[config.mk]
export PLATFORM = sky130hd
export DESIGN_NAME = rgbhsi_finish
export DESIGN_NICKNAME = d
export VERILOG_FILES = /design/src/sv/rgbhsi_pkg.sv /design/src/sv/rgbhsi_finish.sv
export SDC_FILE = /design/constraint.sdc
export NUM_CORES = 1
export LEC_CHECK = 0
export BUFFER_PORTS_ARGS = -buffer_cell sky130_fd_sc_hd__buf_2
export CAP_MARGIN = 10
export CORE_AREA = 2 2 64 66
export CTS_BUF_LIST = sky130_fd_sc_hd__clkbuf_4
export DETAILED_ROUTE_END_ITERATION = 6
export DIE_AREA = 0 0 66 68
export GPL_ROUTABILITY_DRIVEN = 1
export GPL_TIMING_DRIVEN = 0
export PLACE_DENSITY = 0.88
export RECOVER_POWER = 100
export SYNTH_ARGS = -nofsm -noshare
export SYNTH_HDL_FRONTEND = slang
export SYNTH_SLANG_ARGS = --single-unit
[constraint.sdc]
create_clock -name clock -period 3.3 [get_ports clock]
set_input_delay 0 -clock clock [delete_from_list [all_inputs] [get_ports clock]]
set_output_delay 0 -clock clock [all_outputs]
set_load 0.1 [all_outputs]
[src/sv/rgbhsi_pkg.sv]
// Types and constants of the RGB to HSI pixel pipeline.
`timescale 1ns / 1ps
package rgbhsi_pkg;
   localparam int XY_W     = 32;
   localparam int Z_W      = 26;
   localparam int REM_W    = 18;
   localparam int DEN_W    = 10;
   localparam int QUOT_W   = 8;
   localparam int STEPS    = 20;
   localparam int FRAC     = 16;
   localparam int LATENCY  = STEPS + 3;
   localparam logic [16:0] SQRT3_Q16 = 17'd113512;
   localparam logic signed [Z_W-1:0] DEG90  = Z_W'(90 << FRAC);
   localparam logic signed [Z_W-1:0] DEG180 = Z_W'(180 << FRAC);
   localparam logic signed [Z_W-1:0] DEG360 = Z_W'(360 << FRAC);

   typedef logic signed [Z_W-1:0] atan_table_type [STEPS];
   localparam atan_table_type ATAN_DEG = '{
      26'sd2949120, 26'sd1740967, 26'sd919879, 26'sd466945, 26'sd234379,
      26'sd117304, 26'sd58666, 26'sd29335, 26'sd14668, 26'sd7334,
      26'sd3667, 26'sd1833, 26'sd917, 26'sd458, 26'sd229,
      26'sd115, 26'sd57, 26'sd29, 26'sd14, 26'sd7
   };

   typedef struct packed {
      logic                    valid;
      logic signed [XY_W-1:0]  x;
      logic signed [XY_W-1:0]  y;
      logic signed [Z_W-1:0]   z;
      logic [REM_W-1:0]        rem;
      logic [DEN_W-1:0]        den;
      logic [QUOT_W-1:0]       quot;
      logic                    mirror;
      logic                    gray;
      logic [7:0]              inten;
   } stage_type;
endpackage

[src/sv/rgbhsi_finish.sv]
// Output stage: angle clamp, mirroring, halving and the gray override.
`timescale 1ns / 1ps
module rgbhsi_finish (
   input  logic                  clock,
   input  logic                  reset,
   input  rgbhsi_pkg::stage_type stage_in,
   output logic                  valid_out,
   output logic [7:0]            hue_half,
   output logic [7:0]            saturation_out,
   output logic [7:0]            intensity_out
);
   logic              valid_ff, valid_in;
   logic [7:0]        hue_ff, hue_in, sat_ff, sat_in, inten_ff, inten_in;
   logic signed [rgbhsi_pkg::Z_W-1:0] ang, hue;
   logic [rgbhsi_pkg::Z_W-1:0] hue_shift;

   always_comb begin
      ang = stage_in.z;
      if (ang < 0) ang = '0;
      if (ang > rgbhsi_pkg::DEG180) ang = rgbhsi_pkg::DEG180;
      hue = stage_in.mirror ? rgbhsi_pkg::DEG360 - ang : ang;
      hue_shift = rgbhsi_pkg::Z_W'(hue >>> (rgbhsi_pkg::FRAC + 1));
      hue_in = (hue_shift > 179) ? 8'd179 : hue_shift[7:0];
      sat_in = stage_in.quot;
      // Gray and black pixels have no hue and no saturation.
      if (stage_in.gray) begin
         hue_in = '0;
         sat_in = '0;
      end
      inten_in = stage_in.inten;
      valid_in = stage_in.valid;
   end

   always_ff @(posedge clock) begin
      if (reset) begin
         valid_ff <= 1'b0;
      end else begin
         valid_ff <= valid_in;
      end
      hue_ff   <= hue_in;
      sat_ff   <= sat_in;
      inten_ff <= inten_in;
   end

   assign valid_out      = valid_ff;
   assign hue_half       = hue_ff;
   assign saturation_out = sat_ff;
   assign intensity_out  = inten_ff;
endmodule

==> results.sh <==
export IMPL_finalNetCount=351
export IMPL_viasPerCell=4.73
export IMPL_grt_max_degree=15
export IMPL_post_route_min_period_ps=2100
export IMPL_syn_to_final_growth_pct=54.4
export IMPL_synth_edff_count=0
export IMPL_hold_viol=0
export IMPL_cpMostUsedCell="clkbuf_1"
export IMPL_grt_usage=0.147
export IMPL_critical_path_slowest_cell="dlygate4sd3_1"
export IMPL_yosysMostFrequentCell="dfxtp_1"
export IMPL_synthCells=116
export IMPL_dp_final_hpwl_mm=2.28
export IMPL_post_cts_buffers=0
export IMPL_yosysTopAreaCellShare=0.446
export IMPL_clockPowerShare=0.184
export IMPL_worst_slew_pin_slew_ps=1210
export IMPL_syn_avg_cell_area_um2=9.68
export IMPL_layout_drive_gt1_share=0.270
export IMPL_hold_start="stage_in[63]"
export IMPL_grt_pass1_wl_mm=5.09
export IMPL_slew_headroom=0.198
export IMPL_die_h_um=68
export IMPL_drc=0
export IMPL_endpoint_kind="register"
export IMPL_clk_pin_slew_worst_paths_ps=130
export IMPL_die_w_um=66
export IMPL_n_antenna_cell=0
export IMPL_grt_pass1_vias=1182
export IMPL_p_sw_mw=0.282
export IMPL_cp_cell_sequence="dlygate4sd3_1 -> clkbuf_1 -> and2b_1 -> o2111ai_1 -> a21oi_1 -> o21a_1 -> clkbuf_1 -> o211a_1 -> a2111oi_0"
export IMPL_whs_ps=69.9
export IMPL_power_density_nw_per_um2=413
export IMPL_rsz0062_at_grt="false"
export IMPL_io_pin_count=164
export IMPL_grt_busiest_layer="met2"
export IMPL_ys_warn_count=0
export IMPL_cap_violations=0
export IMPL_synth_area_top_cells="dfxtp_1 (45%), nor2b_1 (5.0%), a21oi_1 (4.5%)"
export IMPL_outcome="completed"
export IMPL_clkSinkCount=25
export IMPL_use_met1=0.160
export IMPL_p_int_mw=0.433
export IMPL_drt_wl_total_mm=3.18
export IMPL_ys_flop_type="dfxtp_1"
export IMPL_setup_viol=0
export IMPL_grt_ovfl_total=0
export IMPL_slew_violations=0
export IMPL_clockRootBuffer="clkbuf_4"
export IMPL_yosysSeqAreaShare=0.446
export IMPL_use_met3=0.0230
export IMPL_worst_path_max_fanout=9
export IMPL_criticalPathCategory="primary input to register"
export IMPL_port_buffers=68
export IMPL_async_flop_share=0
export IMPL_max_freq_ghz=0.476
export IMPL_dieArea_um2=4490
export IMPL_synth_top_cells_by_count="dfxtp_1 (25), a21oi_1 (10), nor2b_1 (9), nor2_1 (6), o21ai_0 (6)"
export IMPL_swShare=0.394
export IMPL_syn_num_nets=255
export IMPL_synth_area_leader_cell="dfxtp_1"
export IMPL_ys_ff_latch=25
export IMPL_peakVddDrop_mv=0.132
export IMPL_power_leakage_nw=0.727
export IMPL_synth_area_um2=1120
export IMPL_p_comb_frac=0.362
export IMPL_synth_distinct_cells=42
export IMPL_first_pass_iters=4
export IMPL_seq_power_share=0.454
export IMPL_rows=23
export IMPL_cts_tree="built"
export IMPL_critical_path_arrival_ps=2300
export IMPL_ant_nets=0
export IMPL_numCtsBuffers=3
export IMPL_h_tree_depth=1
export IMPL_gp_routability_congestion=0.844
export IMPL_setup_ws_ps=1200
export IMPL_num_vias=1235
export IMPL_totalPowerFinal_mw=0.715
export IMPL_critPathRequiredTime_ps=3500
export IMPL_grt_antenna_before_repair=0
export IMPL_startpoint="stage_in[71]"
export IMPL_pre_cts_ws_ps=1460
export IMPL_fin_crit_sh=0.636
export IMPL_dr_first_iter_drc_count=41
export IMPL_start_kind="primary input"
export IMPL_worst_hold_path_type="primary input to register"
export IMPL_start_util=0.291
export IMPL_tns_ps=0
export IMPL_cpPeakStageDelay_ps=520
export IMPL_use_met2=0.280
export IMPL_wl_per_cell_um=12.2
export IMPL_core_area_um2=3860
export IMPL_cts_buffer_depth=2
area by class of cell:
type                       count  area [um2]
inverter                       4        15.0
sequential                    25         500
fill                         404        2120
buffer                         8        48.8
timing repair buffer          91         538
multi-input combinational     79         541
clock inverter                 1        5.00
tap                           50        62.6
clock buffer                   3        22.5
cell usage in the layout, fill, tap and decap left out, types with 5 or more instances in the layout:
master and instances:
dlygate4sd3_1 23, nor2b_1 9, a21oi_1 10, nor2_1 6, buf_2 42, nand2_1 5, clkbuf_1 30, dfxtp_1 25
o21ai_0 6
power by group through the flow:
| stage | clock, mW | sequential (mW) | combinational, mW |
|---|---|---|---|
| 2_1_floorplan | 0 | 0.463 | 0.0521 |
| 3_3_place_gp | 0 | 0.330 | 0.243 |
| 3_5_place_dp | 0 | 0.331 | 0.246 |
| 4_1_cts | 0.137 | 0.324 | 0.267 |
| 5_1_grt | 0.149 | 0.327 | 0.275 |
| 6_report | 0.132 | 0.325 | 0.258 |
metrics by stage:
step / util / std cells / cell area (um2)
6_report: 0.449 / 261 / 1730
5_1_grt: 0.449 / 261 / 1730
4_1_cts: 0.462 / 261 / 1780
3_5_place_dp: 0.396 / 234 / 1530
3_3_place_gp: 0.396 / 234 / 1530
2_1_floorplan: - / 116 / 1120
cells by family after synthesis:
family                    after synthesis  share of synthesized area
buffers and inverters                  12                     0.0669
DFF                                    25                      0.446
and+or+nand+nor                        42                      0.243
xor gates and xnor gates                3                     0.0234
AOI/OAI and AO/OA                      34                      0.221
timing repair:
item	CTS	global route
resized for setup	0	0
hold endpoints to repair	21	0
hold buffers	23	0
metal layers:
metal	vias up	part of all wire	wire, um
met4	0	0.013	40
met5	-	0	0
met2	70	0.50	1600
li1	614	-	-
met3	4	0.091	290
met1	547	0.39	1250
worst max-delay path: cells and delay by family:
kind	cells	cell delay, ps
buf+inv	3	1040
compound gates	5	970
simple gates	1	290
final timing paths:
check / endpoint / slack (ps) / depth (start not counted)
worst max-delay path: hue_half[2] / 1200 / 9
worst min-delay path: hue_half[0] / 70 / 3
sequential cells by signal, summed over array words and instances (netlist names):
| register | cells |
|---|---|
| hue_half | 8 |
| saturation_out | 8 |
| valid_out | 1 |
| intensity_out | 8 |
No activity file was read; power rests on OpenSTA's default activity.
