### src/sv/rgbhsi_pkg.sv
// Types and constants of the RGB to HSI pixel pipeline.
`timescale 1ns / 1ps
package rgbhsi_pkg;
   localparam int XY_W     = 32;
   localparam int Z_W      = 26;
   localparam int REM_W    = 18;
   localparam int DEN_W    = 10;
   localparam int QUOT_W   = 8;
   localparam int STEPS    = 20;
   localparam int FRAC     = 16;
   localparam int LATENCY  = STEPS + 3;
   localparam logic [16:0] SQRT3_Q16 = 17'd113512;
   localparam logic signed [Z_W-1:0] DEG90  = Z_W'(90 << FRAC);
   localparam logic signed [Z_W-1:0] DEG180 = Z_W'(180 << FRAC);
   localparam logic signed [Z_W-1:0] DEG360 = Z_W'(360 << FRAC);

   typedef logic signed [Z_W-1:0] atan_table_type [STEPS];
   localparam atan_table_type ATAN_DEG = '{
      26'sd2949120, 26'sd1740967, 26'sd919879, 26'sd466945, 26'sd234379,
      26'sd117304, 26'sd58666, 26'sd29335, 26'sd14668, 26'sd7334,
      26'sd3667, 26'sd1833, 26'sd917, 26'sd458, 26'sd229,
      26'sd115, 26'sd57, 26'sd29, 26'sd14, 26'sd7
   };

   typedef struct packed {
      logic                    valid;
      logic signed [XY_W-1:0]  x;
      logic signed [XY_W-1:0]  y;
      logic signed [Z_W-1:0]   z;
      logic [REM_W-1:0]        rem;
      logic [DEN_W-1:0]        den;
      logic [QUOT_W-1:0]       quot;
      logic                    mirror;
      logic                    gray;
      logic [7:0]              inten;
   } stage_type;
endpackage

### src/sv/rgbhsi_prep.sv
// Two front stages: channel sums, minimum, chroma vector and prerotation.
`timescale 1ns / 1ps
module rgbhsi_prep (
   input  logic                  clock,
   input  logic                  reset,
   input  logic                  valid_in,
   input  logic [7:0]            blue_in,
   input  logic [7:0]            green_in,
   input  logic [7:0]            red_in,
   output rgbhsi_pkg::stage_type stage_out
);
   logic              a_valid_ff, a_valid_in;
   logic signed [10:0] a_dx_ff, a_dx_in;
   logic [7:0]         a_dgb_ff, a_dgb_in;
   logic               a_mirror_ff, a_mirror_in;
   logic               a_gray_ff, a_gray_in;
   logic [9:0]         a_sum_ff, a_sum_in;
   logic [9:0]         a_spread_ff, a_spread_in;
   logic [7:0]         mn;
   logic [9:0]         mn3;
   rgbhsi_pkg::stage_type b_ff, b_in;
   logic [24:0]        y_mag;
   logic signed [rgbhsi_pkg::XY_W-1:0] x_full, y_full;
   logic [19:0]        inten_prod;

   always_comb begin
      mn = red_in;
      if (green_in < mn) mn = green_in;
      if (blue_in < mn) mn = blue_in;
      mn3 = {2'b00, mn} + {1'b0, mn, 1'b0};
      a_valid_in  = valid_in;
      a_sum_in    = 10'(red_in) + 10'(green_in) + 10'(blue_in);
      a_spread_in = a_sum_in - mn3;
      a_gray_in   = (mn3 == a_sum_in);
      a_dx_in     = $signed({2'b00, red_in, 1'b0}) - $signed({3'b000, green_in})
                    - $signed({3'b000, blue_in});
      a_mirror_in = blue_in > green_in;
      a_dgb_in    = a_mirror_in ? blue_in - green_in : green_in - blue_in;
   end

   always_ff @(posedge clock) begin
      if (reset) begin
         a_valid_ff <= 1'b0;
      end else begin
         a_valid_ff <= a_valid_in;
      end
      a_dx_ff     <= a_dx_in;
      a_dgb_ff    <= a_dgb_in;
      a_mirror_ff <= a_mirror_in;
      a_gray_ff   <= a_gray_in;
      a_sum_ff    <= a_sum_in;
      a_spread_ff <= a_spread_in;
   end

   always_comb begin
      y_mag      = 25'(a_dgb_ff) * 25'(rgbhsi_pkg::SQRT3_Q16);
      x_full     = rgbhsi_pkg::XY_W'(a_dx_ff) <<< rgbhsi_pkg::FRAC;
      y_full     = $signed({7'b0, y_mag});
      inten_prod = 20'(a_sum_ff) * 20'd683;
      b_in        = '0;
      b_in.valid  = a_valid_ff;
      b_in.mirror = a_mirror_ff;
      b_in.gray   = a_gray_ff;
      b_in.den    = a_sum_ff;
      b_in.quot   = '0;
      b_in.rem    = ({8'b0, a_spread_ff} << 8) - {8'b0, a_spread_ff};
      b_in.inten  = inten_prod[18:11];
      // A vector in the left half plane is turned by 90 degrees first.
      if (a_dx_ff < 0) begin
         b_in.x = y_full;
         b_in.y = -x_full;
         b_in.z = rgbhsi_pkg::DEG90;
      end else begin
         b_in.x = x_full;
         b_in.y = y_full;
         b_in.z = '0;
      end
   end

   always_ff @(posedge clock) begin
      if (reset) begin
         b_ff <= '0;
      end else begin
         b_ff <= b_in;
      end
   end

   assign stage_out = b_ff;
endmodule

### config.mk
export PLATFORM = sky130hd
export DESIGN_NAME = rgbhsi_prep
export DESIGN_NICKNAME = d
export VERILOG_FILES = /design/src/sv/rgbhsi_pkg.sv /design/src/sv/rgbhsi_prep.sv
export SDC_FILE = /design/constraint.sdc
export NUM_CORES = 1
export LEC_CHECK = 0
export BUFFER_PORTS_ARGS = -buffer_cell sky130_fd_sc_hd__buf_2
export CAP_MARGIN = 20
export CORE_UTILIZATION = 59
export DETAILED_ROUTE_END_ITERATION = 12
export GPL_TIMING_DRIVEN = 0
export HOLD_SLACK_MARGIN = 0.03
export PLACE_DENSITY = 0.82
export SETUP_SLACK_MARGIN = 0.2
export SLEW_MARGIN = 20
export SYNTH_ARGS = -nofsm -noshare
export SYNTH_HDL_FRONTEND = slang
export SYNTH_SLANG_ARGS = --single-unit
### constraint.sdc
create_clock -name clock -period 9.2 [get_ports clock]
set_clock_uncertainty 0.1 [all_clocks]
set_input_delay 1.84 -clock clock [delete_from_list [all_inputs] [get_ports clock]]
set_output_delay 1.84 -clock clock [all_outputs]
set_load 0.01 [all_outputs]
==> impl_metrics.ini <==
[timing]
fmax_ghz = 0.122
hold_violations = 0
tns_ps = 0
fin_ws_ps = 1010
worst_pin_slew_ps = 752
fin_crit_ps = 8190
hold_ws_ps = 345
rsz0062_at_grt = no
slew_viol_final = 0
setup_viol = 0
slew_headroom_pct = 49.4
finalCritPeriodShare_pct = 89.0

[global_routing]
overflow = 0
first_global_vias = 8805
antenna_found_initial = 0
grt_first_pass_wirelength_um = 42100
grt_usage_pct = 26.9
grt_start_max_net_pins = 17

[floorplanning]
num_rows = 50
chipHeight_um = 141
fp.dieW_um = 141
die_area_mm2 = 0.0198
initial_core_util_pct = 60.6
core-area_mm2 = 0.0188
ios = 164

[critical_path]
cpMostUsedCell = ha_1
crit_required_ps = 9430
slowest_delay_ps = 560
crit_slowest_cell = a21oi_1
critPathArrivalTime_ps = 8410
criticalPathCategory = input pin to flop
startpoint_type = input pin
critical_path.max_fanout = 10
critPathCaptureType = flop

[yosys]
netlist_area_mm2 = 0.0114
synth_edf_count = 0
netlist_instances = 1239
yosys_warnings = 0
synth.area.top_cells = dfxtp_1 (24%), ha_1 (19%), fa_1 (13%)
synth.largest_area_cell = dfxtp_1
yosys.cell_count.top_type = inv_1
synth_top_cell_area_share_pct = 23.6
ys_ff_latch = 134
syn_area_per_cell_um2 = 9.18
async_flop_share_pct = 0
synth_ff_type = dfxtp_1
synth_cell_types = 79
yosys-top-cells-count = inv_1 (178), ha_1 (175), dfxtp_1 (134), nor2_1 (108), fa_1 (74)
seq_area_frac_synth_pct = 23.6

[place]
routabilityCongestion = 0.959
dpl_cell_area_mm2 = 0.0125
hpwl_um = 20500
io_buffers = 127
place_ws_ps = 709

[min_path]
hp-class = flop to flop

[cts]
clock_latency_ps = 420
cts_setup_buffers = 0
post_cts_resized = 0
ctsHoldBuffers = 0
cts_sinks = 134
cts_max_level = 4
clk_path_buf_depth = 2
clkTransAtPathRegs_ps = 60
root_buffer = clkbuf_16
cts_made_buffers = 17
cts_tree = built

[final_layout]
final_layout_size_suffix_gt1_share_pct = 16.1
final.fill_count = 1436
antennaDiodeCount = 0
seq_area_mm2 = 0.00268
multi_input_area_mm2 = 0.00775
syn_to_final_growth_pct = 14.7
final_nets = 1702
stdcell_area_mm2 = 0.0130

[routing]
ant_nets = 0
wire_per_inst_um = 15.5
first_pass_iters = 7
drc = 0
via_per_inst = 5.44
first_iter_violations = 510
wirelength_um = 25900
via_count = 9098

[flow_run]
cap_violations = 0

[outcome]
outcome = complete, no violations
## registers in the layout, indices dropped and copies added, names as in the netlist
register,flops
a_dgb_ff,7
a_dx_ff,11
a_gray_ff,1
a_mirror_ff,1
a_spread_ff,10
a_sum_ff,10
a_valid_ff,1
stage_out,93
## worst max-delay path: cells and delay by family
kind / cells / cell delay [ps]
AOI/OAI and AO/OA: 12 / 2860
xor gates and xnor gates: 2 / 460
adders and majority gates: 5 / 1530
buffers and inverters: 4 / 640
muxes: 1 / 80
and+or+nand+nor: 7 / 1020
## per-stage QoR
stage | utilization, % | std cells
5_1_grt | 69.5 | 1673
4_1_cts | 69.5 | 1673
6_report | 69.5 | 1673
3_5_place_dp | 66.3 | 1641
2_1_floorplan | - | 1280
3_3_place_gp | 66.3 | 1641
## path summary, 6_finish.rpt
| check | cells past startpoint | slack (ps) | endpoint | startpoint |
|---|---|---|---|---|
| hold / removal | 1 | 350 | stage_out[8] | a_gray_ff |
| hold reg to reg | 1 | 350 | stage_out[8] | a_gray_ff |
| setup reg to reg | 17 | 4110 | stage_out[96] | a_dgb_ff[6] |
| setup / recovery | 31 | 1010 | a_spread_ff[9] | red_in[7] |
## layer usage
| metal | up-vias | track usage, % | wire length [um] |
|---|---|---|---|
| li1 | 4459 | - | - |
| met1 | 4234 | 35.1 | 11700 |
| met2 | 358 | 43.9 | 11800 |
| met3 | 47 | 5.77 | 1850 |
| met4 | 0 | 9.61 | 552 |
| met5 | - | 0 | 0 |
## cell usage in the layout, fill, tap and decap left out, types with 18 or more instances in the layout
master,n
inv_1,178
ha_1,175
dfxtp_1,134
buf_2,129
nor2_1,108
fa_1,74
xnor2_1,52
nand2_1,49
a21oi_1,48
buf_4,44
conb_1,42
o21ai_0,38
xor2_1,32
a21o_1,26
nor2b_1,22
nor3_1,18
nand3_1,18
mux2i_1,18
## area by class of cell
cell class | instances | area share [%]
Clock buffer | 24 | 3.85
Sequential cell | 134 | 20.6
Multi-Input combinational cell | 902 | 59.4
Buffer | 63 | 3.16
Clock inverter | 8 | 0.672
Timing Repair Buffer | 127 | 4.87
Inverter | 181 | 5.21
Tap cell | 234 | 2.25
## cells by family after synthesis
logic type / after synthesis / share of synthesized area (%)
XOR/XNOR: 84 / 6.47
flip-flops: 134 / 23.6
multiplexers: 26 / 2.52
AO/OA/AOI/OAI: 215 / 13.1
adder cells (fa/ha/maj): 252 / 32.6
AND/OR/NAND/NOR: 283 / 12.1
buffers and inverters: 244 / 9.60
other: 1 / 0.0330
Power is left out: the tool's default activity adds up to more than one toggle a clock period on the data nets, which glitch-free logic cannot reach.
