===== config.mk =====
export PLATFORM = sky130hd
export DESIGN_NAME = rgbhsi_cordic_stage
export DESIGN_NICKNAME = d
export VERILOG_FILES = /design/src/sv/rgbhsi_pkg.sv /design/src/sv/rgbhsi_cordic_stage.sv
export SDC_FILE = /design/constraint.sdc
export NUM_CORES = 1
export LEC_CHECK = 0
export ABC_CLOCK_PERIOD_IN_PS = 4970
export BUFFER_PORTS_ARGS = -buffer_cell sky130_fd_sc_hd__buf_2
export CAP_MARGIN = 25
export CORE_AREA = 2 2 181 183
export DETAILED_ROUTE_END_ITERATION = 8
export DIE_AREA = 0 0 183 185
export SYNTH_ARGS = -nofsm -noshare
export SYNTH_HDL_FRONTEND = slang
export SYNTH_SLANG_ARGS = --single-unit

===== constraint.sdc =====
create_clock -name clock -period 4.97 [get_ports clock]
set_input_delay 0.994 -clock clock [delete_from_list [all_inputs] [get_ports clock]]
set_output_delay 0.994 -clock clock [all_outputs]
set_load 0.05 [all_outputs]

===== src/sv/rgbhsi_pkg.sv =====
// Types and constants of the RGB to HSI pixel pipeline.
`timescale 1ns / 1ps
package rgbhsi_pkg;
   localparam int XY_W     = 32;
   localparam int Z_W      = 26;
   localparam int REM_W    = 18;
   localparam int DEN_W    = 10;
   localparam int QUOT_W   = 8;
   localparam int STEPS    = 20;
   localparam int FRAC     = 16;
   localparam int LATENCY  = STEPS + 3;
   localparam logic [16:0] SQRT3_Q16 = 17'd113512;
   localparam logic signed [Z_W-1:0] DEG90  = Z_W'(90 << FRAC);
   localparam logic signed [Z_W-1:0] DEG180 = Z_W'(180 << FRAC);
   localparam logic signed [Z_W-1:0] DEG360 = Z_W'(360 << FRAC);

   typedef logic signed [Z_W-1:0] atan_table_type [STEPS];
   localparam atan_table_type ATAN_DEG = '{
      26'sd2949120, 26'sd1740967, 26'sd919879, 26'sd466945, 26'sd234379,
      26'sd117304, 26'sd58666, 26'sd29335, 26'sd14668, 26'sd7334,
      26'sd3667, 26'sd1833, 26'sd917, 26'sd458, 26'sd229,
      26'sd115, 26'sd57, 26'sd29, 26'sd14, 26'sd7
   };

   typedef struct packed {
      logic                    valid;
      logic signed [XY_W-1:0]  x;
      logic signed [XY_W-1:0]  y;
      logic signed [Z_W-1:0]   z;
      logic [REM_W-1:0]        rem;
      logic [DEN_W-1:0]        den;
      logic [QUOT_W-1:0]       quot;
      logic                    mirror;
      logic                    gray;
      logic [7:0]              inten;
   } stage_type;
endpackage


===== src/sv/rgbhsi_cordic_stage.sv =====
// One CORDIC vectoring step, plus one saturation quotient bit in early stages.
`timescale 1ns / 1ps
module rgbhsi_cordic_stage #(
   parameter int STEP = 0
) (
   input  logic                  clock,
   input  logic                  reset,
   input  rgbhsi_pkg::stage_type stage_in,
   output rgbhsi_pkg::stage_type stage_out
);
   rgbhsi_pkg::stage_type st_ff, st_in;
   logic signed [rgbhsi_pkg::XY_W-1:0] xs, ys;
   logic [rgbhsi_pkg::REM_W-1:0]  div_rem;
   logic [rgbhsi_pkg::QUOT_W-1:0] div_quot;

   generate
      if (STEP < rgbhsi_pkg::QUOT_W) begin : g_div
         localparam int BIT = rgbhsi_pkg::QUOT_W - 1 - STEP;
         logic [rgbhsi_pkg::REM_W-1:0] trial;
         always_comb begin
            trial    = rgbhsi_pkg::REM_W'(stage_in.den) << BIT;
            div_rem  = stage_in.rem;
            div_quot = stage_in.quot;
            if (stage_in.rem >= trial) begin
               div_rem       = stage_in.rem - trial;
               div_quot[BIT] = 1'b1;
            end
         end
      end else begin : g_nodiv
         assign div_rem  = stage_in.rem;
         assign div_quot = stage_in.quot;
      end
   endgenerate

   always_comb begin
      xs = stage_in.x >>> STEP;
      ys = stage_in.y >>> STEP;
      st_in      = stage_in;
      st_in.rem  = div_rem;
      st_in.quot = div_quot;
      if (stage_in.y >= 0) begin
         st_in.x = stage_in.x + ys;
         st_in.y = stage_in.y - xs;
         st_in.z = stage_in.z + rgbhsi_pkg::ATAN_DEG[STEP];
      end else begin
         st_in.x = stage_in.x - ys;
         st_in.y = stage_in.y + xs;
         st_in.z = stage_in.z - rgbhsi_pkg::ATAN_DEG[STEP];
      end
   end

   always_ff @(posedge clock) begin
      if (reset) begin
         st_ff <= '0;
      end else begin
         st_ff <= st_in;
      end
   end

   assign stage_out = st_ff;
endmodule


==> impl_metrics.json, run 1 <==
{
  "cts.clk_slew.worst_paths_ns": 0.07,
  "maxCapViolations": 0,
  "hold_depth": 2,
  "netlist-cell-type-count": 75,
  "hold_viol": 0,
  "worstPathMaxFanout": 13,
  "cp.depth": 12,
  "cp_data_arrival_time_ns": 4.08,
  "slowest_stage": "ha_1",
  "avgSynthCellArea_um2": 7.926,
  "dr.first_iter.drc_count": 608,
  "rsz0062_at_grt": "no",
  "power.density_nw_per_um2": 340.4,
  "synth.yosys.seq_area_share_pct": 28.70,
  "cpLargestDelayFamily": "compound AO/OA/AOI/OAI gates",
  "pin_count": 276,
  "routed_via_density": 5.021,
  "worstMarginPinSlew_ns": 0.8795,
  "grt_max_degree": 84,
  "io_buffers": 275,
  "finalSetupViolCount": 0,
  "syn_inst": 1197,
  "drive_above_1_share_pct": 22.81,
  "cts_resized": 0,
  "yosysTopAreaCellShare_pct": 28.70,
  "wl_per_cell_um": 16.53,
  "vdd_drop_max_mv": 0.2234,
  "start_util_pct": 29.61,
  "synthesis.nets": 1447,
  "die-area_um2": 33860,
  "synth_edf_count": 0,
  "finalNonFillerCells": 1855,
  "ant_nets": 0,
  "fin_util_pct": 36.76,
  "synth.area.mux_share_pct": 3.455,
  "hold_buffers": 0,
  "netlist_area_um2": 9488,
  "coreArea_um2": 32040,
  "finalWeightedCongestion": 0.9163,
  "wl_um": 30670,
  "antenna_found_initial": 0,
  "first_pass_iters": 5,
  "relSlewSlack_pct": 41.37,
  "cts_tree": "built",
  "worst-path-buf-inv": 2,
  "post_cts_buffers": 0,
  "post-route-drc-count": 0,
  "synth_warnings": 0,
  "place_ws_ns": 0.9247,
  "vias": 9314,
  "synth_top_family_by_area": "compound AO/OA/AOI/OAI gates",
  "gr-total-overflow": 0,
  "ys_dominant_reg_cell": "dfxtp_1",
  "synthAdderAreaFrac_pct": 15.06,
  "synth_xor_area_share_pct": 5.539,
  "cpPeakStageDelay_ns": 0.52,
  "crit_chain": "buf_2 > inv_1 > ha_1 > and3_1 > o2bb2ai_1 > a311o_1 > o211a_1 > a21oi_1 > a221oi_1 > o31ai_1 > o21a_1 > mux2i_1",
  "period_needed_ns": 3.725,
  "cp.required_ns": 5.33,
  "die-height_um": 185,
  "grt_pass1_wl_um": 46890,
  "grt.total_usage_pct": 17.56,
  "ys_top_cells_by_area": "dfxtp_1 29%, ha_1 14%, nor2_1 6.5%",
  "critPathCaptureType": "flip-flop",
  "root_buffer": "clkbuf_16",
  "synthSimpleGateAreaFrac_pct": 17.75,
  "nets": 1684,
  "yosysTopAreaCell": "dfxtp_1",
  "place_inst": 1823,
  "cts_inserted_buffers": 17,
  "fin_crit_sh_pct": 74.94,
  "synth-compound-area-share_pct": 22.43,
  "totalNegativeSetupSlack_ns": 0,
  "final_cell_mix": "274 x buf_2, 164 x nor2_1, 136 x dfxtp_1",
  "h-tree-depth": 4,
  "dp_hpwl_um": 24340,
  "diodes": 0,
  "grt_pass1_vias": 8869,
  "maxSlewViolCount": 0,
  "power.leakage_nw": 5.836,
  "critPathKind": "primary input to flip-flop",
  "worst_slack_ns": 1.245,
  "status": "completed",
  "cts_num_sinks": 136,
  "largest_register_ffs": 136,
  "synth-async-reset-ratio_pct": 0,
  "max_freq_mhz": 268.5,
  "clockBufferDepth": 2,
  "row_count": 66,
  "syn_to_final_growth_pct": 24.15,
  "fp.dieW_um": 183,
  "hold_slack_ns": 0.7709,
  "cp-start-kind": "primary input",
  "hold_path.class": "primary input to flip-flop",
  "layout.cells.most_common": "buf_2",
  "ys_seq_elements": 136
}
==> synthesized netlist by cell type, drive strengths merged (10+ instances only) <==
cell	n
ha	107
nor2	164
o21ai	79
nor3	10
nor2b	59
a211oi	14
dfxtp	136
o21a	11
mux2i	29
nand2b	15
buf	24
a21o	23
nor4	10
nand2	46
o21bai	15
a21oi	103
clkbuf	38
xnor2	52
inv	110
==> power by group <==
group	total, W	internal [W]	switching, W	leakage [nW]
combinational	0.00145	0.000445	0.00101	4.41
sequential	0.00124	0.00121	0.0000378	1.13
clock	0.00131	0.000724	0.000589	0.295
==> kinds of logic (layout without fill, tap and decap cells) <==
| family | Yosys count | after routing |
|---|---|---|
| XOR/XNOR | 60 | 60 |
| multiplexers | 32 | 32 |
| adder cells (fa/ha/maj) | 112 | 112 |
| AO/OA/AOI/OAI | 329 | 329 |
| AND/OR/NAND/NOR | 354 | 354 |
| buffers and inverters | 174 | 424 |
| flip-flops | 136 | 136 |
==> layout make-up <==
type,count,area [um^2]
Clock buffer,17,425.4
Clock inverter,15,176.4
Fill cell,3400,20260
Inverter,112,420.4
Multi-Input combinational cell,887,6095
Sequential cell,136,2723
Tap cell,408,510.5
Timing Repair Buffer,280,1429
==> per-layer routing <==
layer,GRT usage (%),share of wire (%),up-vias
li1,-,-,4556
met1,21.74,43,4290
met2,29.00,46,400
met3,3.854,7.1,68
met4,8.416,4.1,0
met5,0,0,-
==> final timing paths <==
path                      from        endpoint  slack [ns]
hold / removal    stage_in[60]   stage_out[60]        0.77
setup / recovery  stage_in[79]  stage_out[134]        1.25
==> per-stage QoR <==
stage          cell area, um^2  total power, W
4_1_cts                  11780        0.004044
3_5_place_dp             11180        0.002715
3_3_place_gp             11180        0.002708
6_report                 11780        0.004009
2_1_floorplan             9488        0.002320
5_1_grt                  11780        0.004212
Note: power is estimated with default switching activity, not from simulation.
==> run 2: changes to the inputs <==
--- a/config.mk
+++ b/config.mk
@@ -5,12 +5,13 @@
 export SDC_FILE = /design/constraint.sdc
 export NUM_CORES = 1
 export LEC_CHECK = 0
-export ABC_CLOCK_PERIOD_IN_PS = 4970
+export ABC_AREA = 1
+export ABC_CLOCK_PERIOD_IN_PS = 3900
 export BUFFER_PORTS_ARGS = -buffer_cell sky130_fd_sc_hd__buf_2
 export CAP_MARGIN = 25
-export CORE_AREA = 2 2 181 183
+export CORE_AREA = 2 2 204 206
 export DETAILED_ROUTE_END_ITERATION = 8
-export DIE_AREA = 0 0 183 185
+export DIE_AREA = 0 0 206 208
 export SYNTH_ARGS = -nofsm -noshare
 export SYNTH_HDL_FRONTEND = slang
 export SYNTH_SLANG_ARGS = --single-unit
==> constraint.sdc (replaced) <==
create_clock -name clock -period 3.9 [get_ports clock]
set_input_delay 0.78 -clock clock [delete_from_list [all_inputs] [get_ports clock]]
set_output_delay 0.78 -clock clock [all_outputs]
set_load 0.05 [all_outputs]
==> run 2 against run 1 <==
Against the previous run:
- die area grew 27%
- global-route usage up 2.8 points
- design area grew 23%
- via count rose by 43%
- largest cell class unchanged
- synthesized cell count is 75% higher
- clock power grew 40%
- area after synthesis rose by 27%
- total power grew 38%
- first-iteration DRC count up 40%
==> impl_metrics.json, run 2 <==
{
  "status": "completed",
  "multi_input_area_um2": 7386,
  "final_cell_mix": "656 x nand2_1, 425 x inv_1, 275 x buf_2",
  "wl_um": 44270,
  "cts_inserted_buffers": 17,
  "cts_tree": "built",
  "largest_register_ffs": 136,
  "coreArea_um2": 40550,
  "cpPeakStageDelay_ns": 0.61,
  "finalWeightedCongestion": 0.9623,
  "start_util_pct": 29.76,
  "drive_above_1_share_pct": 15.06,
  "fp.dieW_um": 206,
  "hold_buffers": 0,
  "syn_to_final_growth_pct": 19.88,
  "cts_resized": 0,
  "cp.required_ns": 4.29,
  "netlist-cell-type-count": 39,
  "grt.total_usage_pct": 20.32,
  "ys_seq_elements": 136,
  "cp_data_arrival_time_ns": 2.93,
  "finalSetupViolCount": 0,
  "diodes": 0,
  "post-route-drc-count": 0,
  "cts.clk_slew.worst_paths_ns": 0.07,
  "row_count": 74,
  "die-height_um": 208,
  "avgSynthCellArea_um2": 5.761,
  "synth_most_common_cell": "nand2_1",
  "maxCapViolations": 0,
  "place_inst": 2844,
  "io_buffers": 275,
  "vias": 13330,
  "dp_hpwl_um": 36720,
  "synth_top_cells_by_count": "656 x nand2_1, 427 x inv_1, 255 x nor2_1",
  "ant_nets": 0,
  "post_cts_buffers": 0,
  "wl_met3_um": 2534,
  "die-area_um2": 42850,
  "power.leakage_nw": 8.679,
  "synth_edf_count": 0,
  "grt_max_degree": 65,
  "grt_pass1_vias": 12700,
  "maxSlewViolCount": 0,
  "h-tree-depth": 4,
  "hold_slack_ns": 0.5225,
  "relSlewSlack_pct": 48.74,
  "netlist_area_um2": 12070,
  "synth.yosys.seq_area_share_pct": 22.56,
  "antenna_found_initial": 0,
  "synth_warnings": 0,
  "fillers": 4539,
  "cpLargestDelayFamily": "simple AND/OR/NAND/NOR gates",
  "cp-start-kind": "primary input",
  "pin_count": 276,
  "rsz0062_at_grt": "no",
  "routed_via_density": 4.636,
  "root_buffer": "clkbuf_16",
  "synth-async-reset-ratio_pct": 0,
  "slowest_stage": "ha_1",
  "ys_dominant_reg_cell": "dfxtp_1",
  "first_pass_iters": 5,
  "m1WireLength_um": 19410,
  "worstPathMaxFanout": 11,
  "totalNegativeSetupSlack_ns": 0,
  "worstMarginPinSlew_ns": 0.7688,
  "vdd_drop_max_mv": 0.2247,
  "power.density_nw_per_um2": 381.4,
  "crit_chain": "buf_2 > inv_1 > ha_1 > nand2_1 > nor2_1 > nand2_1 > nor2_1 > nand2_1 > nand2_1 > nand2_1 > nand3_1 > nand2_1 > nor2_1",
  "wl_per_cell_um": 15.39,
  "fin_crit_sh_pct": 65.17,
  "dr.first_iter.drc_count": 850,
  "cts_num_sinks": 136,
  "period_needed_ns": 2.542,
  "yosysTopAreaCellShare_pct": 22.56,
  "hold_path.class": "primary input to flip-flop",
  "synthesis.nets": 2345,
  "ys_top_cells_by_area": "dfxtp_1 23%, nand2_1 20%, inv_1 13%",
  "top_layer_used": "met4",
  "layout.cells.most_common": "nand2_1",
  "grt_pass1_wl_um": 67370,
  "cp_common_cell": "nand2_1",
  "worst_slack_ns": 1.358,
  "critPathKind": "primary input to flip-flop",
  "gr-total-overflow": 0,
  "yosysTopAreaCell": "dfxtp_1",
  "route.met2.wl_um": 21190,
  "worst-path-buf-inv": 2,
  "place_ws_ns": 0.9697,
  "nets": 2581,
  "final-seq-area_um2": 2723,
  "critPathCaptureType": "flip-flop",
  "syn_inst": 2095,
  "clockBufferDepth": 2,
  "max_freq_mhz": 393.4,
  "finalNonFillerCells": 2876,
  "hold_viol": 0
}
## run 2: kinds of logic after synthesis
family / count (synthesis) / synth area share, %
compound gates: 191 / 8.438
xor+xnor: 38 / 2.757
fa+ha+maj: 111 / 11.75
flops: 136 / 22.56
buf+inv: 496 / 16.25
simple gates: 1123 / 38.24
## run 2: final cells by class
class,instances,share of cell area (%)
inverters,434,11.26
flip-flops and latches,136,18.82
repair buffers,279,9.805
multi-input cells,1463,51.04
well taps,532,4.600
clock buffers,18,3.035
clock inverters,14,1.444
## run 2: worst paths after layout
path,depth (start not counted),to,slack [ns],startpoint
hold / removal,3,stage_out[51],0.52,stage_in[51]
setup / recovery,13,stage_out[131],1.36,stage_in[96]
## run 2: layer usage
layer | vias to the layer above | global-route usage (%)
met5 | - | 0
met4 | 0 | 7.069
met3 | 65 | 2.679
met2 | 449 | 35.98
met1 | 6045 | 24.98
li1 | 6774 | -
## run 2: power breakdown
| group | switching [W] | total, W | internal (W) |
|---|---|---|---|
| sequential | 0.0000429 | 0.00156 | 0.00152 |
| clock | 0.000740 | 0.00184 | 0.00110 |
| combinational | 0.00154 | 0.00211 | 0.000570 |
| total | 0.00232 | 0.00552 | 0.00320 |
## run 2: metrics by stage
| step | power (W) | utilization [%] | area [um^2] |
|---|---|---|---|
| global route | 0.005831 | 35.68 | 14470 |
| floorplan | 0.003103 | - | 12070 |
| finish | 0.005518 | 35.68 | 14470 |
| global placement | 0.003683 | 34.08 | 13820 |
| detailed placement | 0.003695 | 34.08 | 13820 |
| CTS | 0.005553 | 35.68 | 14470 |
